==> config.mk <==
export PLATFORM = sky130hd
export DESIGN_NAME = window_gap_planner
export DESIGN_NICKNAME = d
export VERILOG_FILES = /design/src/sv/wgp_pkg.sv /design/src/sv/wgp_plan.sv /design/src/sv/wgp_rfifo.sv /design/src/sv/window_gap_planner.sv
export SDC_FILE = /design/constraint.sdc
export NUM_CORES = 2
export LEC_CHECK = 0
export BUFFER_PORTS_ARGS = -buffer_cell sky130_fd_sc_hd__buf_2
export CORE_ASPECT_RATIO = 0.9
export CORE_MARGIN = 2
export CORE_UTILIZATION = 47
export DETAILED_ROUTE_END_ITERATION = 10
export GPL_TIMING_DRIVEN = 0
export HOLD_SLACK_MARGIN = 0.1
export SYNTH_ARGS = -nofsm -noshare
export SYNTH_HDL_FRONTEND = slang
export SYNTH_HIERARCHICAL = 1
export SYNTH_SLANG_ARGS = --single-unit
==> constraint.sdc <==
create_clock -name clk -period 22.8 [get_ports clk]
set_clock_uncertainty 0.05 [all_clocks]
set_input_delay 1.14 -clock clk [delete_from_list [all_inputs] [get_ports clk]]
set_output_delay 1.14 -clock clk [all_outputs]
set_load 0.01 [all_outputs]
==> src/sv/wgp_pkg.sv <==
// Shared types and constants for the window gap planner.
package wgp_pkg;

	localparam int MAX_GAPS = 64;
	localparam int CNT_W    = $clog2(MAX_GAPS + 1);
	localparam int ADDR_W   = 64;
	localparam int RES_MAX  = 3;

	localparam logic OP_REGION = 1'b0;
	localparam logic OP_FINISH = 1'b1;

	localparam logic [1:0] ST_FREE      = 2'd0;
	localparam logic [1:0] ST_RESERVED  = 2'd1;
	localparam logic [1:0] ST_COMMITTED = 2'd2;

	localparam logic [1:0] REG_WIN_BASE  = 2'd0;
	localparam logic [1:0] REG_WIN_SIZE  = 2'd1;
	localparam logic [1:0] REG_GAP_LIMIT = 2'd2;

	typedef enum logic [1:0] {
		KIND_GAP  = 2'd0,
		KIND_DONE = 2'd1,
		KIND_FAIL = 2'd2
	} kind_t;

	typedef struct packed {
		kind_t              kind;
		logic [ADDR_W-1:0]  base;
		logic [ADDR_W-1:0]  size;
		logic [CNT_W-1:0]   count;
		logic               last;
	} result_t;

	typedef struct packed {
		logic [1:0]              num;
		result_t [RES_MAX-1:0]   item;
	} push_t;

endpackage

==> src/sv/wgp_plan.sv <==
// Gap planning datapath: cursor, pending gap and per-item result list.
module wgp_plan (
	input  logic                       clk,
	input  logic                       arst_n,
	input  logic                       go,
	input  logic                       op,
	input  logic [wgp_pkg::ADDR_W-1:0] rb,
	input  logic [wgp_pkg::ADDR_W-1:0] re,
	input  logic [1:0]                 st,
	input  logic [wgp_pkg::ADDR_W-1:0] window_base,
	input  logic [wgp_pkg::ADDR_W-1:0] window_end,
	input  logic                       window_ok,
	input  logic [wgp_pkg::CNT_W-1:0]  limit,
	input  logic                       cfg_restart,
	input  logic [wgp_pkg::ADDR_W-1:0] cfg_base,
	output wgp_pkg::push_t             push
);
	import wgp_pkg::*;

	logic [ADDR_W-1:0] cursor_q, pend_base_q, pend_size_q, pend_end_q;
	logic              pend_valid_q, failed_q;
	logic [CNT_W-1:0]  opened_q;

	logic [ADDR_W-1:0] cursor_n, pend_base_n, pend_size_n, pend_end_n;
	logic              pend_valid_n, failed_n;
	logic [CNT_W-1:0]  opened_n;

	logic              fail0, cur_lt_end, skip, hole, is_free;
	logic [ADDR_W-1:0] chi, gap_end, gs;
	logic              do_offer, merge, lim_hit, fail_offer, emit_old;
	logic              finish_fail;

	assign fail0      = failed_q | ~window_ok;
	assign cur_lt_end = cursor_q < window_end;
	assign hole       = rb > cursor_q;
	assign is_free    = st == ST_FREE;
	assign chi        = (re < window_end) ? re : window_end;
	assign skip       = fail0 | ~cur_lt_end | (re <= cursor_q) | (rb >= window_end);

	// A hole and the free region after it always merge, so offer them as one gap.
	always_comb begin
		if (op == OP_REGION) begin
			do_offer = ~skip & (hole | is_free);
			gap_end  = is_free ? chi : rb;
		end else begin
			do_offer = ~fail0 & cur_lt_end;
			gap_end  = window_end;
		end
	end

	assign gs          = gap_end - cursor_q;
	assign merge       = pend_valid_q & (pend_end_q == cursor_q);
	assign lim_hit     = opened_q >= limit;
	assign fail_offer  = do_offer & ~merge & lim_hit;
	assign emit_old    = do_offer & ~merge & ~lim_hit & pend_valid_q;
	assign finish_fail = fail0 | fail_offer;

	always_comb begin
		pend_base_n  = pend_base_q;
		pend_size_n  = pend_size_q;
		pend_end_n   = pend_end_q;
		pend_valid_n = pend_valid_q;
		opened_n     = opened_q;
		if (do_offer && merge) begin
			pend_size_n = pend_size_q + gs;
			pend_end_n  = gap_end;
		end else if (do_offer && !lim_hit) begin
			pend_base_n  = cursor_q;
			pend_size_n  = gs;
			pend_end_n   = gap_end;
			pend_valid_n = 1'b1;
			opened_n     = opened_q + 1'b1;
		end
		cursor_n = cursor_q;
		failed_n = fail0;
		if (op == OP_REGION && !skip) begin
			failed_n = fail0 | fail_offer | (st == ST_COMMITTED);
			cursor_n = chi;
		end
	end

	// Build the result list in delivery order.
	always_comb begin
		logic [1:0] idx;
		idx  = 2'd0;
		push = '0;
		if (go) begin
			if (emit_old && !(op == OP_FINISH && finish_fail)) begin
				push.item[idx].kind = KIND_GAP;
				push.item[idx].base = pend_base_q;
				push.item[idx].size = pend_size_q;
				idx = idx + 2'd1;
			end
			if (op == OP_FINISH) begin
				if (finish_fail) begin
					push.item[idx].kind = KIND_FAIL;
					push.item[idx].last = 1'b1;
					idx = idx + 2'd1;
				end else begin
					if (pend_valid_n) begin
						push.item[idx].kind = KIND_GAP;
						push.item[idx].base = pend_base_n;
						push.item[idx].size = pend_size_n;
						idx = idx + 2'd1;
					end
					push.item[idx].kind  = KIND_DONE;
					push.item[idx].count = opened_n;
					push.item[idx].last  = 1'b1;
					idx = idx + 2'd1;
				end
			end
			push.num = idx;
		end
	end

	always_ff @(posedge clk or negedge arst_n) begin
		if (!arst_n) begin
			cursor_q     <= '0;
			pend_base_q  <= '0;
			pend_size_q  <= '0;
			pend_end_q   <= '0;
			pend_valid_q <= 1'b0;
			opened_q     <= '0;
			failed_q     <= 1'b0;
		end else if (cfg_restart || (go && op == OP_FINISH)) begin
			cursor_q     <= cfg_restart ? cfg_base : window_base;
			pend_base_q  <= '0;
			pend_size_q  <= '0;
			pend_end_q   <= '0;
			pend_valid_q <= 1'b0;
			opened_q     <= '0;
			failed_q     <= 1'b0;
		end else if (go) begin
			cursor_q     <= cursor_n;
			pend_base_q  <= pend_base_n;
			pend_size_q  <= pend_size_n;
			pend_end_q   <= pend_end_n;
			pend_valid_q <= pend_valid_n;
			opened_q     <= opened_n;
			failed_q     <= failed_n;
		end
	end

	a_finish_restarts: assert property (@(posedge clk) disable iff (!arst_n)
		go && op == OP_FINISH |=> !pend_valid_q && !failed_q && opened_q == '0)
		else $error("plan state not cleared after finish");

	a_region_one_result: assert property (@(posedge clk) disable iff (!arst_n)
		go && op == OP_REGION |-> push.num <= 2'd1)
		else $error("region item produced more than one result");

	a_finish_reports: assert property (@(posedge clk) disable iff (!arst_n)
		go && op == OP_FINISH |-> push.num != 2'd0)
		else $error("finish item produced no status");

	a_count_in_limit: assert property (@(posedge clk) disable iff (!arst_n)
		opened_q <= CNT_W'(MAX_GAPS))
		else $error("gap count beyond maximum");

endmodule

==> src/sv/wgp_rfifo.sv <==
// Result queue: takes up to three results per cycle, delivers one per transfer.
module wgp_rfifo (
	input  logic                clk,
	input  logic                arst_n,
	input  wgp_pkg::push_t      push,
	output logic                room,
	output logic                out_valid,
	input  logic                out_ready,
	output wgp_pkg::result_t    head
);
	import wgp_pkg::*;

	localparam int DEPTH = RES_MAX + 1;
	localparam int PTR_W = $clog2(DEPTH);

	result_t            mem_q [DEPTH];
	logic [PTR_W-1:0]   head_q, tail_q;
	logic [PTR_W:0]     count_q;
	logic               pop;

	assign pop       = out_valid & out_ready;
	assign out_valid = count_q != '0;
	assign head      = mem_q[head_q];
	// Leave space for the largest burst one item can cause.
	assign room      = count_q <= (PTR_W+1)'(DEPTH - RES_MAX);

	always_ff @(posedge clk) begin
		for (int i = 0; i < RES_MAX; i++) begin
			if (2'(i) < push.num) begin
				mem_q[tail_q + PTR_W'(i)] <= push.item[i];
			end
		end
	end

	always_ff @(posedge clk or negedge arst_n) begin
		if (!arst_n) begin
			head_q  <= '0;
			tail_q  <= '0;
			count_q <= '0;
		end else begin
			tail_q  <= tail_q + PTR_W'(push.num);
			if (pop) begin
				head_q <= head_q + 1'b1;
			end
			count_q <= count_q + (PTR_W+1)'(push.num) - (PTR_W+1)'(pop);
		end
	end

	a_no_overflow: assert property (@(posedge clk) disable iff (!arst_n)
		push.num != 2'd0 |-> count_q - (PTR_W+1)'(pop) + (PTR_W+1)'(push.num)
			<= (PTR_W+1)'(DEPTH))
		else $error("result queue overflow");

endmodule

==> src/sv/window_gap_planner.sv <==
// Top level: APB registers, input stage, planner and result queue.
// The first result of an item goes through the input register and then the result queue
// before it is valid at the output.
// Throughput: one region item per cycle while the queue has room; a finish item gives up
// to three results, draining one per cycle (while out_ready) through the four-entry queue.
// Input stalls while an item waits in the input register and the queue holds more than one.
// Reset: window_base 0, window_size 0, gap_limit 64, empty plan and queue; no clearing pass.
module window_gap_planner (
	input  logic                       clk,
	input  logic                       arst_n,
	input  logic                       psel,
	input  logic                       penable,
	input  logic                       pwrite,
	input  logic [4:0]                 paddr,
	input  logic [63:0]                pwdata,
	output logic [63:0]                prdata,
	output logic                       pready,
	input  logic                       in_valid,
	output logic                       in_ready,
	input  logic                       op,
	input  logic [wgp_pkg::ADDR_W-1:0] region_base,
	input  logic [wgp_pkg::ADDR_W-1:0] region_size,
	input  logic [1:0]                 region_state,
	output logic                       out_valid,
	input  logic                       out_ready,
	output logic [1:0]                 kind,
	output logic [wgp_pkg::ADDR_W-1:0] gap_base,
	output logic [wgp_pkg::ADDR_W-1:0] gap_size,
	output logic [wgp_pkg::CNT_W-1:0]  gap_count,
	output logic                       last
);
	import wgp_pkg::*;

	logic [ADDR_W-1:0] win_base_q, win_size_q, win_end_q;
	logic [6:0]        gap_limit_q;
	logic [CNT_W-1:0]  limit_q;
	logic              win_ok_q;
	logic [1:0]        reg_idx;
	logic              wr_en, cfg_restart;
	logic [ADDR_W-1:0] cfg_base;

	logic              valid_s1, op_s1;
	logic [1:0]        st_s1;
	logic [ADDR_W-1:0] rb_s1, re_s1;
	logic              room, go;

	push_t             push;
	result_t           head;

	assign pready  = 1'b1;
	assign reg_idx = paddr[4:3];
	assign wr_en   = psel & penable & pwrite & pready;
	assign cfg_restart = wr_en & (reg_idx == REG_WIN_BASE || reg_idx == REG_WIN_SIZE ||
		reg_idx == REG_GAP_LIMIT);
	assign cfg_base = (reg_idx == REG_WIN_BASE) ? pwdata : win_base_q;

	always_comb begin
		case (reg_idx)
			REG_WIN_BASE:  prdata = win_base_q;
			REG_WIN_SIZE:  prdata = win_size_q;
			REG_GAP_LIMIT: prdata = {57'd0, gap_limit_q};
			default:       prdata = '0;
		endcase
	end

	always_ff @(posedge clk or negedge arst_n) begin
		if (!arst_n) begin
			win_base_q  <= '0;
			win_size_q  <= '0;
			gap_limit_q <= 7'(MAX_GAPS);
		end else if (wr_en) begin
			case (reg_idx)
				REG_WIN_BASE:  win_base_q  <= pwdata;
				REG_WIN_SIZE:  win_size_q  <= pwdata;
				REG_GAP_LIMIT: gap_limit_q <= pwdata[6:0];
				default:       ;
			endcase
		end
	end

	// Window end, validity and clamped limit are registered and follow the registers in the next cycle.
	always_ff @(posedge clk or negedge arst_n) begin
		if (!arst_n) begin
			win_end_q <= '0;
			win_ok_q  <= 1'b0;
			limit_q   <= CNT_W'(MAX_GAPS);
		end else begin
			win_end_q <= win_base_q + win_size_q;
			win_ok_q  <= (win_base_q + win_size_q > win_base_q) && gap_limit_q != '0;
			limit_q   <= (gap_limit_q > 7'(MAX_GAPS)) ? CNT_W'(MAX_GAPS) : CNT_W'(gap_limit_q);
		end
	end

	assign go       = valid_s1 & room;
	assign in_ready = ~valid_s1 | room;

	// Input register; region end is summed here to split the add from the compares.
	always_ff @(posedge clk or negedge arst_n) begin
		if (!arst_n) begin
			valid_s1 <= 1'b0;
		end else if (in_ready) begin
			valid_s1 <= in_valid;
		end
	end

	always_ff @(posedge clk) begin
		if (in_valid && in_ready) begin
			op_s1 <= op;
			st_s1 <= region_state;
			rb_s1 <= region_base;
			re_s1 <= region_base + region_size;
		end
	end

	wgp_plan u_plan (
		.clk         (clk),
		.arst_n      (arst_n),
		.go          (go),
		.op          (op_s1),
		.rb          (rb_s1),
		.re          (re_s1),
		.st          (st_s1),
		.window_base (win_base_q),
		.window_end  (win_end_q),
		.window_ok   (win_ok_q),
		.limit       (limit_q),
		.cfg_restart (cfg_restart),
		.cfg_base    (cfg_base),
		.push        (push)
	);

	wgp_rfifo u_rfifo (
		.clk       (clk),
		.arst_n    (arst_n),
		.push      (push),
		.room      (room),
		.out_valid (out_valid),
		.out_ready (out_ready),
		.head      (head)
	);

	assign kind      = head.kind;
	assign gap_base  = head.base;
	assign gap_size  = head.size;
	assign gap_count = head.count;
	assign last      = head.last;

	a_stall_holds_item: assert property (@(posedge clk) disable iff (!arst_n)
		!in_ready |-> valid_s1 && !room)
		else $error("input stalled without a held item");

endmodule

==> flow_summary.ini <==
[clocking]
cts_root_buffer = clkbuf_16
cts_buffers = 140
setup_fix_bufs_post_cts = 0
tritoncts = yes
htree_levels = 4
clk_latency_ns = 0.83
path_clk_slew_ns = 0.06
clk_path_buf_depth = 3
tritoncts_sink_count = 1163

[place]
io_buffers = 405
routabilityCongestion = 1.04
post-dp-hpwl_um = 312000

[sta]
timing.final.max_slew_violations = 4
max_slew_margin_pct = -2.02
timing.final.hold_violations = 0
min_period_over_period_pct = 64.0
layout_min_cycle_time_ns = 14.58
rsz0062_at_grt = false
setup_violations = 0
timing.fmax_ghz = 0.0686
worst-slew-pin-transition_ns = 1.53

[worst_setup_path]
timing.critical_path.from_type = register
worstPathRequired_ns = 23.40
timing.critical_path.to_type = register
r2r_cells = 39
critPathMostFrequentCell = a21oi_1
worst-path-max-fanout = 10
crit_path_top_delay_cell = o31ai_1
worstSetupPathType = reg -> reg
critical_path.max_stage_delay_ns = 1.09
cp.arrival_ns = 15.18

[hold_path]
hold-path-cell-count = 1
type_of_the_worst_min_delay_path = in -> reg

[cells_and_area]
fill_cells = 16700
area.growth.synth_to_final_pct = 13.1
final_util_pct = 53.6
layout.nets = 11200
drive_gt1_share_pct = 13.5
final_common_cell = nand2_1
layout_common_cells = 1741 x nand2_1, 1080 x nor2_1, 683 x edfxtp_1, 651 x ha_1, 608 x buf_2

[global_routing]
grt_start_max_net_pins = 110
groute.usage.overall_pct = 40.9
globalRouteOverflowTotal = 0
grt_busiest_layer = met1
gr-usage-met1_pct = 58.4
first_global_vias = 77800
grt_util_met2_pct = 58.3
antenna_found_initial = 21
global_route_wire_length_before_repair_um = 554000
use_met3_pct = 9.96

[drt]
avgViaCountPerCell = 6.45
routed-via-count = 83300
wire_per_inst_um = 30.3
postRouteWirelength_um = 392000
number_of_search_and_repair_iterations_in_the_first_detailed_routing_pass = 10
post-route-drc-count = 0
final_antenna_net_count = 0
drt-initial-drc-count = 11700

[yosys]
synth-edff-count = 683
synth_seq_cells = 1163
ys_warn_count = 6
postSynth.asyncResetShare_pct = 41.3
postSynth.topFlopCell = edfxtp_1
synth-seq-area-share_pct = 37.9
count_of_distinct_cell_types_in_the_synthesized_netlist = 107
syn_avg_cell_area_um2 = 8.89
netlist_area_um2 = 85900
netlist_instances = 9662

[power]
total_leakage_power_nw = 39.7
pwr_density_cell_nw_per_um2 = 154
totalPowerFinal_mw = 14.9
worst_ir_drop_vdd_uv = 101

[run]
drv.max_cap_violation_count = 1

[status]
violations = max-capacitance violations, max-slew violations
run_status = finished, violations left

[floorplanning]
floorplan.initialDensity_pct = 47.4
row_count = 148
placeableCoreArea_um2 = 181000
floorplan.die.width_um = 455
dieArea_um2 = 186000
die_height_um = 410
num_io_pins = 412
-- where the power goes --
part           switching [mW]  internal, mW
clock                   0.981          1.40
sequential              0.667          2.72
combinational            6.07          3.08
-- critical path, delay by kind of cell (launching register included) --
family                     cells  cell delay [ns]
and+or+nand+nor                7             2.10
DFF                            1             0.56
xor gates and xnor gates       1             0.87
buffers and inverters          5             1.36
AOI/OAI and AO/OA             22             7.96
adders and majority gates      4             1.42
-- Yosys cell counts (204+ instances only) --
cell      instances  area, µm²
edfxtp_1        683      20500
inv_1           330       1240
clkbuf_1        333       1250
nor2_1         1081       4060
dfrtp_1         478      12000
o21ai_0         399       2000
a21o_1          205       1540
a31oi_1         607       3800
buf_2           204       1020
ha_1            651       8150
a21oi_1         525       2630
nand2_1        1741       6540
-- repair_timing --
item | CTS | global route
setup endpoints to repair | 0 | 0
resized for setup | 0 | 0
hold buffers | 1 | 0
endpoints found under the hold margin | 7 | 0
-- cell type report --
cell class              instances  area, µm²  share of cell area, %
diodes                         18       45.0                 0.0464
plain buffers                 733       3580                   3.68
clock buffers                 190       3970                   4.09
clock inverters                64        787                  0.810
inverters                     332       1250                   1.28
multi-input cells            7563      49100                   50.6
flip-flops and latches       1163      32500                   33.5
well taps                    2400       3000                   3.09
repair buffers                445       2890                   2.97
-- state kept, by name (all words and copies together), names as in the netlist --
signal               flops
gap_limit_q              7
limit_q                  7
op_s1                    1
rb_s1                   64
re_s1                   64
st_s1                    2
u_plan/cursor_q         64
u_plan/failed_q          1
u_plan/opened_q          7
u_plan/pend_base_q      64
u_plan/pend_end_q       64
u_plan/pend_size_q      64
u_plan/pend_valid_q      1
u_rfifo/count_q          3
u_rfifo/head_q           2
u_rfifo/mem_q          552
u_rfifo/tail_q           2
valid_s1                 1
win_base_q              64
win_end_q               64
win_ok_q                 1
win_size_q              64
-- cell families after synthesis --
| group | count (synthesis) | share of synthesized area, % |
|---|---|---|
| AO/OA/AOI/OAI | 2547 | 19.1 |
| adder cells (fa/ha/maj) | 656 | 9.60 |
| buffers and inverters | 1065 | 5.61 |
| other | 2 | 0.00874 |
| flip-flops | 1163 | 37.9 |
| AND/OR/NAND/NOR | 3447 | 16.9 |
| XOR/XNOR | 291 | 2.99 |
| multiplexers | 491 | 8.02 |
-- layer usage --
layer / wire, µm / part of all wire, %
met1: 165000 / 42
met2: 162000 / 41
met3: 44400 / 11
met4: 19800 / 5.1
met5: 83 / 0.021
-- worst paths after layout --
check	from	endpoint	slack, ns
worst max-delay path	win_end_q[63]	u_rfifo/mem_q[3][65]	8.22
worst min-delay path	op	op_s1	0.44
worst max register to register	win_end_q[63]	u_rfifo/mem_q[3][65]	8.22
worst min register to register	u_plan/pend_end_q[0]	u_plan/pend_end_q[0]	0.46
max in group asynchronous	arst_n	limit_q[2]	20.21
min in group asynchronous	arst_n	u_rfifo/tail_q[1]	0.67
-- stage by stage --
stage	hold slack (ns)	instances	setup slack, ns	TNS, ns	instance area (µm²)
final	0.437	12900	8.22	0	97200
after global routing	0.421	12900	8.19	0	97100
after CTS	0.390	12900	8.92	0	97100
after detailed placement	0.445	12600	9.04	0	92300
after global placement	0.437	12600	-6.00	-2212.26	91400
after floorplan	0.413	9791	7.84	0	86400
(Power assumes the default switching activity.)
